### src/rtl/pps_pkg.sv
// Shared types and constants for the preemptive priority scheduler.
package pps_pkg;

    localparam int TIME_W = 16;
    localparam int PRIO_W = 8;
    localparam int ID_W   = 8;
    localparam int SLOT_W = 3;
    localparam int RUN_W  = 9;

    // Command codes
    localparam logic CMD_LOAD = 1'b0;
    localparam logic CMD_TICK = 1'b1;

    // Markers held in the last-run register
    localparam logic [RUN_W-1:0] NONE_MARK = 9'h1FF;
    localparam logic [RUN_W-1:0] IDLE_MARK = 9'h100;

    typedef struct packed {
        logic              command;
        logic [SLOT_W-1:0] slot;
        logic [ID_W-1:0]   proc_id;
        logic [TIME_W-1:0] arrival;
        logic [TIME_W-1:0] burst;
        logic [PRIO_W-1:0] prio;
    } req_item_t;

    typedef struct packed {
        logic [ID_W-1:0]   run_id;
        logic              idle;
        logic [TIME_W-1:0] tick_time;
        logic [TIME_W-1:0] seg_start;
        logic              new_segment;
        logic              all_done;
    } rsp_item_t;

    // One slot as seen by the compare unit
    typedef struct packed {
        logic [TIME_W-1:0] arrive;
        logic [TIME_W-1:0] remain;
        logic [PRIO_W-1:0] prio;
    } cand_t;

    typedef struct packed {
        logic eligible;
        logic better;
    } cmp_res_t;

endpackage

### src/rtl/pps_cmp.sv
// Shared compare unit: tests one slot against the running best choice.
module pps_cmp (
    input  logic [pps_pkg::TIME_W-1:0] now,
    input  pps_pkg::cand_t             cand,
    input  logic                       found,
    input  logic [pps_pkg::PRIO_W-1:0] best_prio,
    output pps_pkg::cmp_res_t          res
);
    import pps_pkg::*;

    always_comb
    begin
        res.eligible = (cand.arrive <= now) && (cand.remain != '0);
        // strict greater keeps the lowest slot on equal priority
        res.better   = res.eligible && (!found || (cand.prio > best_prio));
    end

endmodule

### src/rtl/preemptive_priority_scheduler_unit.sv
// Top level of the preemptive priority scheduler: slot table, scan sequencer, result register.
// Load: accepted while idle, writes the slot table, no result.
// Tick: streams the table through the registered read port and the compare unit, then
//   commits; requests wait until that commit, which waits while the result register is full.
// Reset clears slot valid bits, time, last-run marker and segment start at once;
//   a slot never loaded reads as empty.
module preemptive_priority_scheduler_unit #(
    parameter int SLOTS = 8
) (
    input  logic               clk,
    input  logic               rst_n,
    input  logic               req_valid,
    output logic               req_ready,
    input  pps_pkg::req_item_t req_data,
    output logic               rsp_valid,
    input  logic               rsp_ready,
    output pps_pkg::rsp_item_t rsp_data
);
    import pps_pkg::*;

    localparam int IDX_W = (SLOTS > 1) ? $clog2(SLOTS) : 1;
    localparam int CNT_W = $clog2(SLOTS + 1);

    // Sequencer states
    localparam logic [1:0] ST_IDLE = 2'd0;
    localparam logic [1:0] ST_SCAN = 2'd1;
    localparam logic [1:0] ST_FIN  = 2'd2;

    logic [1:0] state_reg, state_next;

    // Scan counter: addresses the table, counts to SLOTS to close the scan
    logic [CNT_W-1:0] scan_cnt_reg, scan_cnt_next;

    // Slot table memories and their valid bits
    logic [TIME_W-1:0] arrive_mem [SLOTS];
    logic [TIME_W-1:0] remain_mem [SLOTS];
    logic [PRIO_W-1:0] prio_mem   [SLOTS];
    logic [ID_W-1:0]   id_mem     [SLOTS];
    logic [SLOTS-1:0]  slot_vld_reg, slot_vld_next;

    // Registered read port
    logic [TIME_W-1:0] rd_arrive_reg;
    logic [TIME_W-1:0] rd_remain_reg;
    logic [PRIO_W-1:0] rd_prio_reg;
    logic [ID_W-1:0]   rd_id_reg;
    logic              rd_vld_reg;
    logic              rd_live_reg, rd_live_next;
    logic [IDX_W-1:0]  rd_slot_reg;
    logic [IDX_W-1:0]  rd_addr;

    // Running best choice of the current scan
    logic              found_reg, found_next;
    logic [PRIO_W-1:0] best_prio_reg, best_prio_next;
    logic [IDX_W-1:0]  pick_slot_reg, pick_slot_next;
    logic [ID_W-1:0]   pick_id_reg, pick_id_next;
    logic [TIME_W-1:0] pick_remain_reg, pick_remain_next;
    logic              done_acc_reg, done_acc_next;

    // Scheduler time and segment state
    logic [TIME_W-1:0] now_reg, now_next;
    logic [RUN_W-1:0]  last_run_reg, last_run_next;
    logic [TIME_W-1:0] seg_reg, seg_next;

    // Result register
    logic      rsp_valid_reg, rsp_valid_next;
    rsp_item_t rsp_data_reg, rsp_data_next;

    logic             req_fire;
    logic             load_wr;
    logic             commit;
    logic [IDX_W-1:0] load_addr;
    cand_t            cand;
    cmp_res_t         cmp_res;
    logic [RUN_W-1:0] choice;
    logic             fresh;

    // Accept only between ticks; loads and ticks alike wait while a scan runs
    assign req_ready = (state_reg == ST_IDLE);
    assign req_fire  = req_valid && req_ready;
    assign load_addr = IDX_W'(req_data.slot);
    // Loads beyond the table are dropped
    assign load_wr   = req_fire && (req_data.command == CMD_LOAD)
                       && (32'(req_data.slot) < SLOTS);

    // Commit only when the result register is free or being emptied this cycle
    assign commit = (state_reg == ST_FIN) && (!rsp_valid_reg || rsp_ready);

    assign rd_addr = scan_cnt_reg[IDX_W-1:0];

    // A slot never loaded reads as empty, so it neither runs nor blocks all_done
    assign cand.arrive = rd_arrive_reg;
    assign cand.remain = rd_vld_reg ? rd_remain_reg : '0;
    assign cand.prio   = rd_prio_reg;

    pps_cmp u_cmp (
        .now       (now_reg),
        .cand      (cand),
        .found     (found_reg),
        .best_prio (best_prio_reg),
        .res       (cmp_res)
    );

    // An idle tick counts as a choice of its own
    assign choice = found_reg ? RUN_W'(pick_slot_reg) : IDLE_MARK;
    assign fresh  = (choice != last_run_reg);

    always_comb
    begin
        state_next       = state_reg;
        scan_cnt_next    = scan_cnt_reg;
        slot_vld_next    = slot_vld_reg;
        rd_live_next     = 1'b0;
        found_next       = found_reg;
        best_prio_next   = best_prio_reg;
        pick_slot_next   = pick_slot_reg;
        pick_id_next     = pick_id_reg;
        pick_remain_next = pick_remain_reg;
        done_acc_next    = done_acc_reg;
        now_next         = now_reg;
        last_run_next    = last_run_reg;
        seg_next         = seg_reg;
        rsp_valid_next   = rsp_valid_reg && !rsp_ready;
        rsp_data_next    = rsp_data_reg;

        if (load_wr)
        begin
            slot_vld_next[load_addr] = 1'b1;
        end

        // Fold in the slot read on the previous cycle
        if (rd_live_reg)
        begin
            done_acc_next = done_acc_reg && (cand.remain == '0);
            if (cmp_res.better)
            begin
                found_next       = 1'b1;
                best_prio_next   = cand.prio;
                pick_slot_next   = rd_slot_reg;
                pick_id_next     = rd_id_reg;
                pick_remain_next = cand.remain;
            end
        end

        case (state_reg)
            ST_IDLE:
            begin
                if (req_fire && (req_data.command == CMD_TICK))
                begin
                    scan_cnt_next = '0;
                    found_next    = 1'b0;
                    done_acc_next = 1'b1;
                    state_next    = ST_SCAN;
                end
            end
            ST_SCAN:
            begin
                if (scan_cnt_reg == CNT_W'(SLOTS))
                begin
                    // last slot is compared on this edge
                    state_next = ST_FIN;
                end
                else
                begin
                    rd_live_next  = 1'b1;
                    scan_cnt_next = scan_cnt_reg + CNT_W'(1);
                end
            end
            ST_FIN:
            begin
                if (commit)
                begin
                    if (fresh)
                    begin
                        seg_next = now_reg;
                    end
                    last_run_next             = choice;
                    rsp_valid_next            = 1'b1;
                    rsp_data_next.run_id      = found_reg ? pick_id_reg : '0;
                    rsp_data_next.idle        = !found_reg;
                    rsp_data_next.tick_time   = now_reg;
                    rsp_data_next.seg_start   = fresh ? now_reg : seg_reg;
                    rsp_data_next.new_segment = fresh;
                    rsp_data_next.all_done    = done_acc_reg;
                    now_next                  = now_reg + TIME_W'(1);
                    state_next                = ST_IDLE;
                end
            end
            default:
            begin
                state_next = ST_IDLE;
            end
        endcase
    end

    // Slot table: one write port (load or decrement), one registered read port
    always_ff @(posedge clk)
    begin
        if (load_wr)
        begin
            id_mem[load_addr]     <= req_data.proc_id;
            arrive_mem[load_addr] <= req_data.arrival;
            remain_mem[load_addr] <= req_data.burst;
            prio_mem[load_addr]   <= req_data.prio;
        end
        else if (commit && found_reg)
        begin
            remain_mem[pick_slot_reg] <= pick_remain_reg - TIME_W'(1);
        end
        rd_arrive_reg <= arrive_mem[rd_addr];
        rd_remain_reg <= remain_mem[rd_addr];
        rd_prio_reg   <= prio_mem[rd_addr];
        rd_id_reg     <= id_mem[rd_addr];
        rd_vld_reg    <= slot_vld_reg[rd_addr];
        rd_slot_reg   <= rd_addr;
    end

    always_ff @(posedge clk or negedge rst_n)
    begin
        if (!rst_n)
        begin
            state_reg       <= ST_IDLE;
            scan_cnt_reg    <= '0;
            slot_vld_reg    <= '0;
            rd_live_reg     <= 1'b0;
            found_reg       <= 1'b0;
            best_prio_reg   <= '0;
            pick_slot_reg   <= '0;
            pick_id_reg     <= '0;
            pick_remain_reg <= '0;
            done_acc_reg    <= 1'b1;
            now_reg         <= '0;
            last_run_reg    <= NONE_MARK;
            seg_reg         <= '0;
            rsp_valid_reg   <= 1'b0;
        end
        else
        begin
            state_reg       <= state_next;
            scan_cnt_reg    <= scan_cnt_next;
            slot_vld_reg    <= slot_vld_next;
            rd_live_reg     <= rd_live_next;
            found_reg       <= found_next;
            best_prio_reg   <= best_prio_next;
            pick_slot_reg   <= pick_slot_next;
            pick_id_reg     <= pick_id_next;
            pick_remain_reg <= pick_remain_next;
            done_acc_reg    <= done_acc_next;
            now_reg         <= now_next;
            last_run_reg    <= last_run_next;
            seg_reg         <= seg_next;
            rsp_valid_reg   <= rsp_valid_next;
        end
    end

    // Result payload holds until the next commit
    always_ff @(posedge clk)
    begin
        rsp_data_reg <= rsp_data_next;
    end

    assign rsp_valid = rsp_valid_reg;
    assign rsp_data  = rsp_data_reg;

    // Scan counter never runs past the table
    a_scan_bound: assert property (@(posedge clk) disable iff (!rst_n)
        scan_cnt_reg <= CNT_W'(SLOTS))
        else $error("scan counter beyond table");

    // Each commit advances time by exactly one tick
    a_time_step: assert property (@(posedge clk) disable iff (!rst_n)
        commit |=> now_reg == TIME_W'($past(now_reg) + TIME_W'(1)))
        else $error("time did not advance by one on commit");

    // A new segment begins at the current tick
    a_seg_start: assert property (@(posedge clk) disable iff (!rst_n)
        rsp_valid && rsp_data.new_segment |-> rsp_data.seg_start == rsp_data.tick_time)
        else $error("new segment does not start at this tick");

    // With no work left nothing can run
    a_done_idle: assert property (@(posedge clk) disable iff (!rst_n)
        rsp_valid && rsp_data.all_done |-> rsp_data.idle && (rsp_data.run_id == '0))
        else $error("process ran although all work was done");

endmodule

### config.mk
export PLATFORM = sky130hd
export DESIGN_NAME = preemptive_priority_scheduler_unit
export DESIGN_NICKNAME = d
export VERILOG_FILES = /design/src/rtl/pps_pkg.sv /design/src/rtl/pps_cmp.sv /design/src/rtl/preemptive_priority_scheduler_unit.sv
export SDC_FILE = /design/constraint.sdc
export NUM_CORES = 1
export LEC_CHECK = 0
export BUFFER_PORTS_ARGS = -buffer_cell sky130_fd_sc_hd__buf_2
export CORE_AREA = 2 2 206 208
export DETAILED_ROUTE_END_ITERATION = 8
export DIE_AREA = 0 0 208 210
export PLACE_DENSITY = 0.73
export SETUP_SLACK_MARGIN = 0.3
export SLEW_MARGIN = 20
export SYNTH_ARGS = -nofsm -noshare
export SYNTH_HDL_FRONTEND = slang
export SYNTH_SLANG_ARGS = --single-unit
### constraint.sdc
create_clock -name clk -period 8.7 [get_ports clk]
set_clock_uncertainty 0.2 [all_clocks]
set_input_delay 0.435 -clock clk [delete_from_list [all_inputs] [get_ports clk]]
set_output_delay 0.435 -clock clk [all_outputs]
set_load 0.02 [all_outputs]
==> flow_metrics.env <==
export IMPL_criticalPathCategory="reg -> reg"
export IMPL_yosysTopAreaCell="edfxtp_1"
export IMPL_synth_commonest_cells="427 x edfxtp_1, 98 x mux4_2, 84 x dfrtp_1"
export IMPL_via_count=12065
export IMPL_startpoint_type="flop"
export IMPL_synth_cell_type_count=62
export IMPL_cts_setup_buffers=0
export IMPL_slew_headroom=0.357
export IMPL_cp_slowest_cell="or3_1"
export IMPL_status="finished clean"
export IMPL_synthesis_nets=1361
export IMPL_rows=75
export IMPL_drt_total_wl_microns=46000
export IMPL_synth_most_common_cell="edfxtp_1"
export IMPL_yosysWarnings=0
export IMPL_endpoint_kind="flop"
export IMPL_synth_edf_count=427
export IMPL_crit_top_cell="buf_4"
export IMPL_reg_largest_list="arrive_mem x128, remain_mem x128"
export IMPL_synth_area_per_cell_sq_um=17.7
export IMPL_core_area_sq_um=41500
export IMPL_hold_class="in -> reg"
export IMPL_antenna_found_initial=1
export IMPL_grt_overflow=0
export IMPL_drc=0
export IMPL_cts_htree_levels=2
export IMPL_grt_pass1_vias=12478
export IMPL_synth_area_top_cells="edfxtp_1 57%, mux4_2 9.8%, dfrtp_1 9.3%"
export IMPL_period_minus_slack_ns=3.29
export IMPL_cts_tree="yes"
export IMPL_worst_path_max_fanout=36
export IMPL_power_frac_comb=0.224
export IMPL_fin_util=0.627
export IMPL_crit_required_ns=8.95
export IMPL_dieHeight_microns=210
export IMPL_ys_ff_latch=569
export IMPL_grt_pass1_wl_microns=72500
export IMPL_fin_nets=1506
export IMPL_clk_path_buf_depth=3
export IMPL_power_density_nw_per_um2=299
export IMPL_wl_per_cell_microns=22.9
export IMPL_syn_to_final_growth_pct=14.9
export IMPL_hpwl_microns=26100
export IMPL_drive_above_1_share=0.294
export IMPL_p_total_w=0.00777
export IMPL_tns_ns=0
export IMPL_grt_setup_unrepaired="false"
export IMPL_vias_per_cell=6.01
export IMPL_crit_path_cell_trace="inv_1 -> ha_1 -> a211oi_1 -> nor2_1 -> nor4bb_4 -> buf_4 -> or3_1 -> buf_4 -> o311ai_0"
export IMPL_max_freq_mhz=304
export IMPL_vdd_drop_max_mv=0.160
export IMPL_die_area_sq_um=43700
export IMPL_syn_inst=1277
export IMPL_cp_arrival_ns=3.54
export IMPL_fin_crit_sh=0.378
export IMPL_synth_ff_type="edfxtp_1"
export IMPL_synth_top_area_frac=0.567
export IMPL_portBuffers=100
export IMPL_clock_power_share=0.318
export IMPL_ant_nets=0
export IMPL_cts_resized=0
export IMPL_hold_viol=0
export IMPL_p_sw_w=0.00220
export IMPL_cellLeakagePower_nw=9.12
export IMPL_drtPass1Iterations=5
export IMPL_clkSlewWorstSetupHoldPaths_ns=0.06
export IMPL_initial_core_util=0.545
export IMPL_num_io_pins=101
export IMPL_gp_congestion=0.786
export IMPL_cts_hold_buf=34
export IMPL_sequential_cell_area_sq_um=16100
export IMPL_p_seq_frac=0.458
export IMPL_ys_seq_area_frac=0.713
export IMPL_grt_usage=0.216
export IMPL_grt_max_degree=65
export IMPL_cts_buffers=54
export IMPL_fill_cells=2843
export IMPL_setup_viol=0
export IMPL_cts_sinks=569
export IMPL_cap_violations=0
export IMPL_cp_slowest_stage_delay_ns=0.59
export IMPL_tightest_slew_ns=0.965
export IMPL_p_int_w=0.00557
export IMPL_ys_async_sr_fraction=0.158
export IMPL_cts_root_buf="clkbuf_16"
export IMPL_slew_viol_final=0
export IMPL_initialDrtViolationCount=990
export IMPL_switching_share=0.283
export IMPL_die_width_microns=208
export IMPL_clkLatencyLatePin_ns=0.62
export IMPL_netlist_area_sq_um=22600
export IMPL_multiInputGateArea_sq_um=5970
placed cells by master, fill, tap and decap left out, types with 5 or more instances in the layout:
cell type / Yosys / routed
o31ai_1: 36 / 36
a21oi_1: 7 / 7
nand2b_1: 5 / 5
nor3_1: 12 / 8
o21ai_0: 25 / 25
o311ai_0: 40 / 40
nand4_1: 6 / 6
mux2_2: 71 / 71
dfstp_2: 6 / 6
dfrtp_1: 84 / 81
mux2_4: 10 / 10
or2_2: 8 / 8
o311ai_1: 30 / 30
ha_1: 28 / 28
nand3_1: 9 / 9
nor2_1: 38 / 34
clkinv_2: 0 / 13
inv_1: 70 / 69
mux4_2: 98 / 98
bufinv_16: 0 / 9
buf_4: 3 / 26
dlygate4sd3_1: 0 / 34
buf_2: 17 / 99
clkbuf_16: 0 / 54
nand2_1: 43 / 42
clkinv_1: 0 / 8
dfxtp_1: 52 / 52
xor2_1: 7 / 7
nor4_1: 8 / 8
xnor2_1: 24 / 24
and2_1: 12 / 12
nor2b_1: 5 / 5
edfxtp_1: 427 / 427
clkbuf_1: 39 / 5
logic make-up (layout without fill, tap and decap cells):
kind of cell             after synthesis  after routing  share of synthesized area
flip-flops                           569            569                      0.713
multiplexers                         179            179                      0.140
AND/OR/NAND/NOR                      165            165                     0.0381
AO/OA/AOI/OAI                        164            164                     0.0554
buffers and inverters                141            332                     0.0269
XOR/XNOR                              31             31                     0.0120
adder cells (fa/ha/maj)               28             28                     0.0155
other                                  0              1                          0
power by group through the flow:
stage | clock [W] | sequential [W] | combinational [W]
2_1_floorplan | 0 | 0.00339 | 0.00148
3_3_place_gp | 0 | 0.00360 | 0.00167
3_5_place_dp | 0 | 0.00361 | 0.00172
4_1_cts | 0.00251 | 0.00355 | 0.00175
5_1_grt | 0.00262 | 0.00359 | 0.00191
6_report | 0.00247 | 0.00356 | 0.00174
metal layers:
metal	global-route usage	share of wire
met2	0.342	0.48
met3	0.0399	0.061
met5	0	0
met1	0.313	0.44
met4	0.0558	0.021
per-stage QoR:
step | std cells | worst slack, ns | hold slack [ns] | area (sq um)
after floorplan | 1277 | 4.75 | -0.0606 | 22600
after global placement | 1871 | 5.52 | 0.163 | 23700
after detailed placement | 1871 | 5.48 | 0.164 | 23700
after CTS | 2007 | 5.45 | 0.0377 | 26000
after global routing | 2008 | 5.24 | 0.0795 | 26000
final | 2008 | 5.41 | 0.0524 | 26000
path summary, 6_finish.rpt:
path,from,to,slack [ns],cells past startpoint
max,best_prio_reg[5]$_DFFE_PN0P_,best_prio_reg[5]$_DFFE_PN0P_,5.41,9
max in group asynchronous,rst_n,scan_cnt_reg[2]$_DFFE_PN0P_,6.99,3
max reg2reg,best_prio_reg[5]$_DFFE_PN0P_,best_prio_reg[5]$_DFFE_PN0P_,5.41,9
min reg2reg,rd_id_reg[6]$_DFF_P_,pick_id_reg[6]$_DFFE_PN0P_,0.27,2
min in group asynchronous,rst_n,now_reg[10]$_DFFE_PN0P_,0.07,2
min,rsp_ready,rsp_valid$_DFF_PN0_,0.05,3
layout make-up:
cell class | count | area share
sequential | 569 | 0.621
tap | 539 | 0.0259
clock inverter | 39 | 0.0184
antenna | 1 | 0.0000963
multi-input combinational | 567 | 0.230
inverter | 70 | 0.0101
timing repair buffer | 160 | 0.0401
clock buffer | 63 | 0.0548
critical path: cells and delay by family (launching register included):
family / cells / cell delay, ns
flops: 1 / 0.38
compound gates: 2 / 0.37
simple gates: 3 / 1.00
fa+ha+maj: 1 / 0.31
buf+inv: 3 / 0.82
Power figures use the tool's default switching activity.
